`src/rtl/h74d_pkg.sv`:
```
// ----------------------------------------------------------------------------
// h74d_pkg
// Shared types, sizes and the codeword repair function for the Hamming (7,4)
// stream decoder.
// ----------------------------------------------------------------------------
package h74d_pkg;

    localparam int unsigned MAX_FRAME_BYTES = 1024;
    localparam int unsigned FRAME_W         = 11;
    localparam int unsigned TOTAL_W         = 12;
    localparam int unsigned STORE_W         = 13;
    localparam int unsigned COUNT_W         = 4;
    localparam int unsigned WORD_W          = 14;
    localparam int unsigned CW_W            = 7;

    localparam logic [FRAME_W-1:0] FRAME_MAX = FRAME_W'(MAX_FRAME_BYTES);
    localparam logic [TOTAL_W-1:0] TOTAL_MAX = '1;

    typedef struct packed {
        logic       frame_end;
        logic [7:0] coded_byte;
    } item_t;

    typedef struct packed {
        logic               short_frame;
        logic               frame_last;
        logic [TOTAL_W-1:0] correction_total;
        logic [1:0]         corrections_here;
        logic [7:0]         data_byte;
    } result_t;

    typedef struct packed {
        logic       fixed;
        logic [3:0] nibble;
    } nibble_t;

    // Bit 6 is p1, bit 0 is d4; a nonzero syndrome names the bad position.
    function automatic nibble_t fix_codeword(input logic [CW_W-1:0] cw);
        logic [2:0]      syn;
        logic [CW_W-1:0] c;
        nibble_t         r;
        syn[0] = cw[6] ^ cw[4] ^ cw[2] ^ cw[0];
        syn[1] = cw[5] ^ cw[4] ^ cw[1] ^ cw[0];
        syn[2] = cw[3] ^ cw[2] ^ cw[1] ^ cw[0];
        c = cw;
        if (syn != 3'd0) begin
            c = cw ^ (CW_W'(1) << (3'd7 - syn));
        end
        r.fixed  = (syn != 3'd0);
        r.nibble = {c[4], c[2], c[1], c[0]};
        return r;
    endfunction

endpackage

```
`src/rtl/hamming74_stream_decoder.sv`:
```
// ----------------------------------------------------------------------------
// hamming74_stream_decoder
// Path: a coded byte accepted on s_* is held in the input register, then goes
//   through decode logic into the result register that drives m_*.
// Throughput: one coded byte per cycle; the input register advances whenever
//   the result register is empty or its transfer completes in that cycle.
// Reset: aresetn low at a clock edge clears all frame state and both valid
//   flags and sets frame_bytes to 1; no clearing pass is needed.
// ----------------------------------------------------------------------------
module hamming74_stream_decoder
    import h74d_pkg::*;
(
    input  logic               aclk,
    input  logic               aresetn,
    // frame length register
    input  logic               cfg_wr_en,
    input  logic [FRAME_W-1:0] cfg_wr_data,
    // coded input stream
    input  logic               s_tvalid,
    output logic               s_tready,
    input  logic [7:0]         s_tdata,   // [7:0] coded_byte
    input  logic               s_tlast,   // frame_end
    // decoded output stream
    output logic               m_tvalid,
    input  logic               m_tready,
    output logic [23:0]        m_tdata,   // [7:0] data_byte, [9:8] corrections_here,
                                          // [21:10] correction_total, [23:22] zero
    output logic               m_tlast,   // frame_last
    output logic [0:0]         m_tuser    // [0] short_frame
);

    logic    item_valid;
    item_t   item;
    logic    out_free;
    logic    advance;
    logic    res_valid;
    result_t res;
    result_t out_res;

    // Move the held byte through decode when the result register can take it.
    assign advance = item_valid && out_free;

    h74d_in_reg u_in_reg (
        .aclk       (aclk),
        .aresetn    (aresetn),
        .s_tvalid   (s_tvalid),
        .s_tready   (s_tready),
        .s_tdata    (s_tdata),
        .s_tlast    (s_tlast),
        .advance    (advance),
        .item_valid (item_valid),
        .item       (item)
    );

    // Unpack, repair both codewords and track frame position in one pass.
    h74d_frame u_frame (
        .aclk        (aclk),
        .aresetn     (aresetn),
        .cfg_wr_en   (cfg_wr_en),
        .cfg_wr_data (cfg_wr_data),
        .advance     (advance),
        .item        (item),
        .res_valid   (res_valid),
        .res         (res)
    );

    // Hold the result until the downstream transfer completes.
    h74d_out_reg u_out_reg (
        .aclk      (aclk),
        .aresetn   (aresetn),
        .advance   (advance),
        .res_valid (res_valid),
        .res       (res),
        .out_free  (out_free),
        .m_tvalid  (m_tvalid),
        .m_tready  (m_tready),
        .out_res   (out_res)
    );

    assign m_tdata = {2'b00, out_res.correction_total, out_res.corrections_here,
                      out_res.data_byte};
    assign m_tlast = out_res.frame_last;
    assign m_tuser = out_res.short_frame;

endmodule

```
`src/rtl/h74d_in_reg.sv`:
```
// ----------------------------------------------------------------------------
// h74d_in_reg
// Input register: holds one coded byte until the decode stage takes it.
// ----------------------------------------------------------------------------
module h74d_in_reg
    import h74d_pkg::*;
(
    input  logic       aclk,
    input  logic       aresetn,
    input  logic       s_tvalid,
    output logic       s_tready,
    input  logic [7:0] s_tdata,
    input  logic       s_tlast,
    input  logic       advance,
    output logic       item_valid,
    output item_t      item
);

    logic  valid_reg;
    item_t item_reg;

    assign s_tready   = !valid_reg || advance;
    assign item_valid = valid_reg;
    assign item       = item_reg;

    always_ff @(posedge aclk) begin
        if (!aresetn) begin
            valid_reg <= 1'b0;
        end else if (s_tready) begin
            valid_reg <= s_tvalid;
        end
    end

    always_ff @(posedge aclk) begin
        if (s_tvalid && s_tready) begin
            item_reg.coded_byte <= s_tdata;
            item_reg.frame_end  <= s_tlast;
        end
    end

endmodule

```
`src/rtl/h74d_frame.sv`:
```
// ----------------------------------------------------------------------------
// h74d_frame
// Bit unpacking, codeword repair and frame bookkeeping for one coded byte.
// ----------------------------------------------------------------------------
module h74d_frame
    import h74d_pkg::*;
(
    input  logic               aclk,
    input  logic               aresetn,
    input  logic               cfg_wr_en,
    input  logic [FRAME_W-1:0] cfg_wr_data,
    input  logic               advance,
    input  item_t              item,
    output logic               res_valid,
    output result_t            res
);

    logic [FRAME_W-1:0] frame_bytes_reg;
    logic [STORE_W-1:0] bit_store_reg, bit_store_next;
    logic [COUNT_W-1:0] bit_count_reg, bit_count_next;
    logic [FRAME_W-1:0] bytes_done_reg, bytes_done_next;
    logic [TOTAL_W-1:0] correction_sum_reg, correction_sum_next;
    logic               discarding_reg, discarding_next;

    logic [STORE_W+7:0] acc;
    logic [4:0]         total;
    logic               full;
    logic [2:0]         rsh;
    logic [2:0]         lsh;
    logic [WORD_W-1:0]  word;
    nibble_t            hi, lo;
    logic [1:0]         fixed;
    logic [TOTAL_W:0]   sum_wide;
    logic [TOTAL_W-1:0] sum_sat;
    logic [FRAME_W:0]   bytes_inc;
    logic               last_raw;
    logic               emit;

    always_comb begin
        acc      = {bit_store_reg, item.coded_byte};
        total    = {1'b0, bit_count_reg} + 5'd8;
        full     = (total >= 5'd14);
        rsh      = 3'(total - 5'd14);
        lsh      = 3'(5'd14 - total);
        if (full) begin
            word = WORD_W'(acc >> rsh);
        end else begin
            word = WORD_W'(acc << lsh);
        end
        hi       = fix_codeword(word[13:7]);
        lo       = fix_codeword(word[6:0]);
        fixed    = {1'b0, hi.fixed} + {1'b0, lo.fixed};
        sum_wide = {1'b0, correction_sum_reg} + (TOTAL_W+1)'(fixed);
        sum_sat  = (sum_wide > {1'b0, TOTAL_MAX}) ? TOTAL_MAX : sum_wide[TOTAL_W-1:0];
        bytes_inc = {1'b0, bytes_done_reg} + (FRAME_W+1)'(1);
        last_raw = (bytes_inc >= {1'b0, frame_bytes_reg});
        emit     = !discarding_reg && (full || item.frame_end);

        res.data_byte        = {hi.nibble, lo.nibble};
        res.corrections_here = fixed;
        res.correction_total = sum_sat;
        res.frame_last       = last_raw || item.frame_end;
        res.short_frame      = !full || (!last_raw && item.frame_end);
        res_valid            = emit;
    end

    always_comb begin
        bit_store_next      = bit_store_reg;
        bit_count_next      = bit_count_reg;
        bytes_done_next     = bytes_done_reg;
        correction_sum_next = correction_sum_reg;
        discarding_next     = discarding_reg;
        if (discarding_reg || item.frame_end) begin
            // Frame end clears everything, emitted or dropped.
            if (item.frame_end) begin
                bit_store_next      = '0;
                bit_count_next      = '0;
                bytes_done_next     = '0;
                correction_sum_next = '0;
                discarding_next     = 1'b0;
            end
        end else if (full) begin
            bit_store_next      = STORE_W'(acc & ((21'd1 << rsh) - 21'd1));
            bit_count_next      = COUNT_W'(rsh);
            bytes_done_next     = bytes_inc[FRAME_W-1:0];
            correction_sum_next = sum_sat;
            if (last_raw) begin
                discarding_next = 1'b1;
                bit_store_next  = '0;
                bit_count_next  = '0;
            end
        end else begin
            bit_store_next = acc[STORE_W-1:0];
            bit_count_next = total[COUNT_W-1:0];
        end
    end

    always_ff @(posedge aclk) begin
        if (!aresetn) begin
            frame_bytes_reg    <= FRAME_W'(1);
            bit_store_reg      <= '0;
            bit_count_reg      <= '0;
            bytes_done_reg     <= '0;
            correction_sum_reg <= '0;
            discarding_reg     <= 1'b0;
        end else begin
            if (cfg_wr_en) begin
                if (cfg_wr_data == '0) begin
                    frame_bytes_reg <= FRAME_W'(1);
                end else if (cfg_wr_data > FRAME_MAX) begin
                    frame_bytes_reg <= FRAME_MAX;
                end else begin
                    frame_bytes_reg <= cfg_wr_data;
                end
            end
            if (advance) begin
                bit_store_reg      <= bit_store_next;
                bit_count_reg      <= bit_count_next;
                bytes_done_reg     <= bytes_done_next;
                correction_sum_reg <= correction_sum_next;
                discarding_reg     <= discarding_next;
            end
        end
    end

`ifndef NO_ASSERTIONS
    a_count_range: assert property (@(posedge aclk) disable iff (!aresetn)
        bit_count_reg <= COUNT_W'(13))
        else $error("bit count out of range");

    a_discard_empty: assert property (@(posedge aclk) disable iff (!aresetn)
        discarding_reg |-> (bit_count_reg == '0) && (bit_store_reg == '0))
        else $error("bits held while discarding");

    a_bytes_range: assert property (@(posedge aclk) disable iff (!aresetn)
        bytes_done_reg <= FRAME_MAX)
        else $error("byte count beyond frame limit");

    a_short_is_last: assert property (@(posedge aclk) disable iff (!aresetn)
        (res_valid && res.short_frame) |-> res.frame_last)
        else $error("short byte not marked last");
`endif

endmodule

```
`src/rtl/h74d_out_reg.sv`:
```
// ----------------------------------------------------------------------------
// h74d_out_reg
// Result register: holds a decoded byte until the downstream side takes it.
// ----------------------------------------------------------------------------
module h74d_out_reg
    import h74d_pkg::*;
(
    input  logic    aclk,
    input  logic    aresetn,
    input  logic    advance,
    input  logic    res_valid,
    input  result_t res,
    output logic    out_free,
    output logic    m_tvalid,
    input  logic    m_tready,
    output result_t out_res
);

    logic    valid_reg;
    result_t res_reg;

    assign out_free = !valid_reg || m_tready;
    assign m_tvalid = valid_reg;
    assign out_res  = res_reg;

    always_ff @(posedge aclk) begin
        if (!aresetn) begin
            valid_reg <= 1'b0;
        end else if (advance) begin
            valid_reg <= res_valid;
        end else if (m_tready) begin
            valid_reg <= 1'b0;
        end
    end

    always_ff @(posedge aclk) begin
        if (advance && res_valid) begin
            res_reg <= res;
        end
    end

endmodule

```
`config.mk`:
```
export PLATFORM = sky130hd
export DESIGN_NAME = hamming74_stream_decoder
export DESIGN_NICKNAME = d
export VERILOG_FILES = /design/src/rtl/h74d_pkg.sv /design/src/rtl/hamming74_stream_decoder.sv /design/src/rtl/h74d_in_reg.sv /design/src/rtl/h74d_frame.sv /design/src/rtl/h74d_out_reg.sv
export SDC_FILE = /design/constraint.sdc
export NUM_CORES = 1
export LEC_CHECK = 0
export BUFFER_PORTS_ARGS = -buffer_cell sky130_fd_sc_hd__buf_2
export CORE_AREA = 2 2 111 113
export DETAILED_ROUTE_END_ITERATION = 7
export DIE_AREA = 0 0 113 115
export GPL_ROUTABILITY_DRIVEN = 1
export HOLD_SLACK_MARGIN = 0.1
export PLACE_DENSITY_LB_ADDON = 0.25
export REMOVE_ABC_BUFFERS = 1
export SETUP_SLACK_MARGIN = 0.15
export SYNTH_ARGS = -nofsm -noshare
export SYNTH_HDL_FRONTEND = slang
export SYNTH_HIERARCHICAL = 1
export SYNTH_SLANG_ARGS = --single-unit
```
`constraint.sdc`:
```
create_clock -name aclk -period 4.4 [get_ports aclk]
set_input_delay 0.88 -clock aclk [delete_from_list [all_inputs] [get_ports aclk]]
set_output_delay 0.88 -clock aclk [all_outputs]
set_load 0.01 [all_outputs]
```
**Word level (Yosys, flattened, before mapping)**

Cells that the tools add are included.

- Register bits after elaboration: 87
- Output and inout port bits: 28
- Word-level logic and storage cells: 106

- Add/sub/neg operators: 9
- Order comparisons: 4
- Eq/ne operators: 1
- Shifts and indexed selects: 5
- Muxes and demuxes: 26
- Bitwise gates (word level): 21
- Reductions and logical operators: 25

Operators by type and width:

| operator | number |
|---|---|
| 11-bit two-way mux | 5 |
| 13-bit two-way mux | 4 |
| 12-bit two-way mux | 4 |
| 21-bit by 3-bit left shift with 14-bit output | 1 |
| 21-bit by 3-bit >> shifter with 14-bit output | 1 |
| 1-bit XOR | 18 |
| 14-bit two-way mux | 1 |
| 12-bit by 2-bit adder with 13-bit output | 1 |
| 13-bit AND | 1 |
| 13-bit by 12-bit greater-than comparator with 1-bit output (second input constant) | 1 |
| 1-bit by 3-bit left shift with 13-bit output (first input constant) | 1 |
| 13-bit by 1-bit subtractor with 13-bit output (second input constant) | 1 |
| 11-bit by 1-bit adder with 12-bit output (second input constant) | 1 |
| 12-bit by 11-bit greater-or-equal comparator with 1-bit output | 1 |
| 4-bit two-way mux | 3 |
| 11-bit greater-than comparator (second input constant) | 1 |
| 11-bit zero test | 1 |
| 5-bit two-way mux | 2 |
| 1-bit by 3-bit left shift with 5-bit output (first input constant) | 2 |
| 5-bit XOR | 2 |
| 3-bit subtractor (first input constant) | 3 |
| 1-bit logical OR | 6 |
| 1-bit two-way mux | 6 |
| 2-bit nonzero test | 3 |
| 12 further kinds | 21 |

**Depth between registers and ports, before layout**

- Depth after elaboration: 14
- Depth in mapped cells: 22

**Hierarchy**

Netlist, hierarchy kept.

By module, submodules not included:

| module | instances | cells each | area each (um^2) | sequential area each (um^2) |
|---|---|---|---|---|
| h74d_frame | 1 | 502 | 4093.9 | 1001.0 |
| h74d_out_reg | 1 | 29 | 772.0 | 740.7 |
| h74d_in_reg | 1 | 14 | 327.8 | 290.3 |
| hamming74_stream_decoder | 1 | 4 | 25.0 | 0.0 |

**Least setup slack after synthesis**

No wires, ideal clock.

- Kind: reg2reg
- From: register u_frame.bit_count_reg[1]
- To: register u_frame.correction_sum_reg[6]
- Setup time: 59 ps
- Arrival: 4833 ps
- Slack: -493 ps
- Cell stages (with the launch flop): 20
- Buffers on the path: 4
- Clock period less this slack: 4893 ps
- Cell sequence: dfxtp_1 buf_4 inv_2 buf_2 ha_1 buf_4 a2111oi_0 a2111oi_4 xor2_1 xnor2_1 nand3_1 ha_1 ha_1 fa_1 inv_1 nor4_1 nand4_1 clkbuf_1 o31ai_1 a22o_1

RTL lines:

| what | line | source |
|---|---|---|
| start, declared | h74d_frame.sv:20 | `logic [COUNT_W-1:0] bit_count_reg, bit_count_next;` |
| start signal, assigned | h74d_frame.sv:118 | `bit_count_reg <= bit_count_next;` |
| end signal, assigned | h74d_frame.sv:120 | `correction_sum_reg <= correction_sum_next;` |
| end, declared | h74d_frame.sv:22 | `logic [TOTAL_W-1:0] correction_sum_reg, correction_sum_next;` |

==> impl_results.md <==
* CTS tree: done
* P per Cell Area at around 330 nW/µm²
* Synth Warn # at 6
* H-tree depth at 3
* Slowest stage cell, crit path: a2111oi_4
* CP cell instances: buf_4, a211oi_4, buf_4, nor2_2, a2111oi_4, xor2_2, xnor2_2, nand3_1, ha_4, ha_1, fa_1, buf_4, nand3_1, nor2_1, and3_1, nor2_1, o21ai_0
* Sum Neg Setup Slack at 0 ns
* Top post-synthesis cells by area: dfxtp_1 (20%), edfxtp_1 (19%), ha_1 (5.5%)
* Initial antenna violation count at 0
* Tightest Pin Transition at 1.079 ns
* Core box area at approximately 12000 µm²
* Synth area leader: dfxtp_1
* Num CTS Buffers at 9
* Layout cells sized above 1 at between 20% and 30%
* Post-layout min period at 4.040 ns
* Avg Inst Size Synth at 9.506 µm²
* Max-cap viol count at 0
* Vias at 4146
* Worst hold-check path type: reg2reg
* Status: finished with violations
* Largest register FFs at 24
* WL final at 11550 µm
* Static leakage at between 2 and 2.5 nW
* Synthesized instance count at 549
* Asr flop ratio synth at 0%
* Hold violation count in the final report at 0
* CP endpoint kind: flop
* Post-DR vias/cell at roughly 5.5
* Total global routing overflow at 0
* Startpoint types: flop
* Worst path buffer plus inverter count at 3
* Final setup violation count at 0
* IO Pins at 53
* Std-Cell Rows at 40
* DRT iter0 DRCs at between 200 and 250
* Fin cells at roughly 760
* CP arrival at 4.14 ns
* Register area share after synthesis at 38.94%
* Synth Cell Area at 5219 µm²
* Die area at roughly 13000 µm²
* Root Buffer: clkbuf_16
* Worst path most repeated cell: buf_4
* Clock Pin Slew Worst Setup and Hold Paths at 0.06 ns
* I/O Buffers at 50
* Die Span X at approximately 110 µm
* GP Congestion at 0.8464
* Die Y at 115 µm
* Failing checks: DRC
* Clock Skew at roughly 0.006 ns
* Clock Path Buffers at 2
* Starting density of the core at between 40 and 50%
* Drt wl/cell at 15.21 µm
* Worst vdd ir at between 0.0002 and 0.00025 V
* Yosys top cell area share at between 10% and 20%
* RSZ-0062 raised after global routing: no
* Achievable frequency at 0.2475 GHz
* EDFF count, synth at 33
* Worst EP required at 4.50 ns
* CTS Hold Bufs at 0
* Cell count after placement at approximately 740
* Post-synthesis cell type count at 57
* Largest net degree at the start of global routing at 33
* Delay-heaviest family, CP: compound AO/OA/AOI/OAI gates
* Final worst-path cycle share at between 90% and 100%
* First-pass GRT wire length at 19250 µm
* Diode count at 0
* Pre-antenna DRT Iters at 7
* Clock sinks at 85
* #FFs+latches synth at 85
* Slowest stage delay, CP at 0.50 ns
* Post-route ant nets at 0
* Tot GR Track Use at a little under a fifth
* Vias in the first global route at about 3900
* Final HPWL DP at 8019 µm
* Area growth syn-to-layout at 17.26%
* DRC at 4
* Normalized max-slew margin at 27.58%
* Predominant post-synthesis flop cell: dfxtp_1
* Crit-path max FO at 18
* Critical Setup Path Class: reg2reg
* Clock latency on the worst-skew pair at 0.35 ns
* Max Slew Vio Count at 0
* Layout Nets at 656
cell families (layout without fill, tap and decap cells):
| logic type | after synthesis | count (layout) | synth area share [%] |
|---|---|---|---|
| flops | 85 | 85 | 38.94 |
| mux | 38 | 38 | 9.063 |
| other cells | 1 | 2 | 0.07186 |
| buf+inv | 60 | 122 | 5.059 |
| simple gates | 172 | 172 | 16.42 |
| xor+xnor | 45 | 45 | 7.552 |
| fa+ha+maj | 25 | 25 | 6.090 |
| compound gates | 123 | 123 | 16.81 |
power by group:
part	switching [mW]	internal (mW)	leakage [nW]
clock	0.323	0.396	0.138
sequential	0.0239	0.863	0.743
combinational	0.207	0.184	1.59
through the flow:
step	hold slack (ns)	total power [mW]	setup WS [ns]	cell area (µm²)	utilization, %
5_1_grt	0.5060	2.092	0.1393	6120	51.81
3_3_place_gp	0.4407	1.244	0.06572	5687	48.15
6_report	0.4741	1.997	0.3597	6120	51.81
4_1_cts	0.4700	1.987	0.2080	6013	50.91
2_1_floorplan	0.4204	1.138	-1.400	5045	-
3_5_place_dp	0.4549	1.252	-0.1261	5687	48.15
layer usage:
metal / GRT usage, % / part of all wire [%] / wire length [µm]
met5: 0 / 0 / 0
met4: 7.480 / 1.6 / 184
met3: 3.057 / 4.4 / 508
met2: 29.54 / 47 / 5408
met1: 25.10 / 47 / 5447
worst min-delay path, stage by stage (launching register included):
cell and delay [ns]:
dfxtp_1 0.33, nand2_1 0.05, o21ai_0 0.06
cell usage in the layout (no fill, tap or decap), types with 9 or more instances in the layout:
master      n
a21o_1      9
a21oi_1    13
a22o_1     16
and2_1     13
buf_2      50
buf_4      29
clkbuf_16   9
dfxtp_1    50
edfxtp_1   33
ha_1       21
inv_1      22
mux2i_1    24
nand2_1    67
nand3_1    15
nor2_1     26
nor2b_1     9
o21ai_0    33
xnor2_1    24
xor2_1     17
area by class of cell:
class,count,area [µm²]
clock buffers,10,239.0
well taps,147,183.9
fillers,1096,5692
repair buffers,83,521.8
multi-input cells,405,3019
inverters,23,86.33
flip-flops and latches,85,2034
clock inverters,6,35.03
synthesized netlist by cell type (8+ instances only):
library cell and instances:
a21o_1 9, mux2i_1 27, ha_1 23, nand3_1 15, nor2_1 26, a22o_1 16
edfxtp_1 33, dfxtp_1 52, xnor2_1 27, and2_1 13, nand4_1 8, clkbuf_1 25
inv_1 22, nand2_1 67, nor2b_1 9, xor2_1 18, a22oi_1 8, a21oi_1 14
o21ai_0 35
what timing repair did:
action | in CTS | in global routing
gates resized for setup | 9 | 13
buffers inserted | 0 | 7
pin swaps | 2 | 8
hold endpoints to repair | 0 | 0
setup endpoints to repair | 24 | 23
final timing paths:
check        slack, ns                       from                   endpoint  depth (start not counted)
max reg2reg       0.36   u_frame/bit_count_reg[2]      u_out_reg/out_res[18]                         17
min               0.47  u_frame/bit_store_reg[10]  u_frame/bit_store_reg[10]                          2
min reg2reg       0.47  u_frame/bit_store_reg[10]  u_frame/bit_store_reg[10]                          2
max               0.36   u_frame/bit_count_reg[2]      u_out_reg/out_res[18]                         17
No activity file was read; power rests on OpenSTA's default activity.
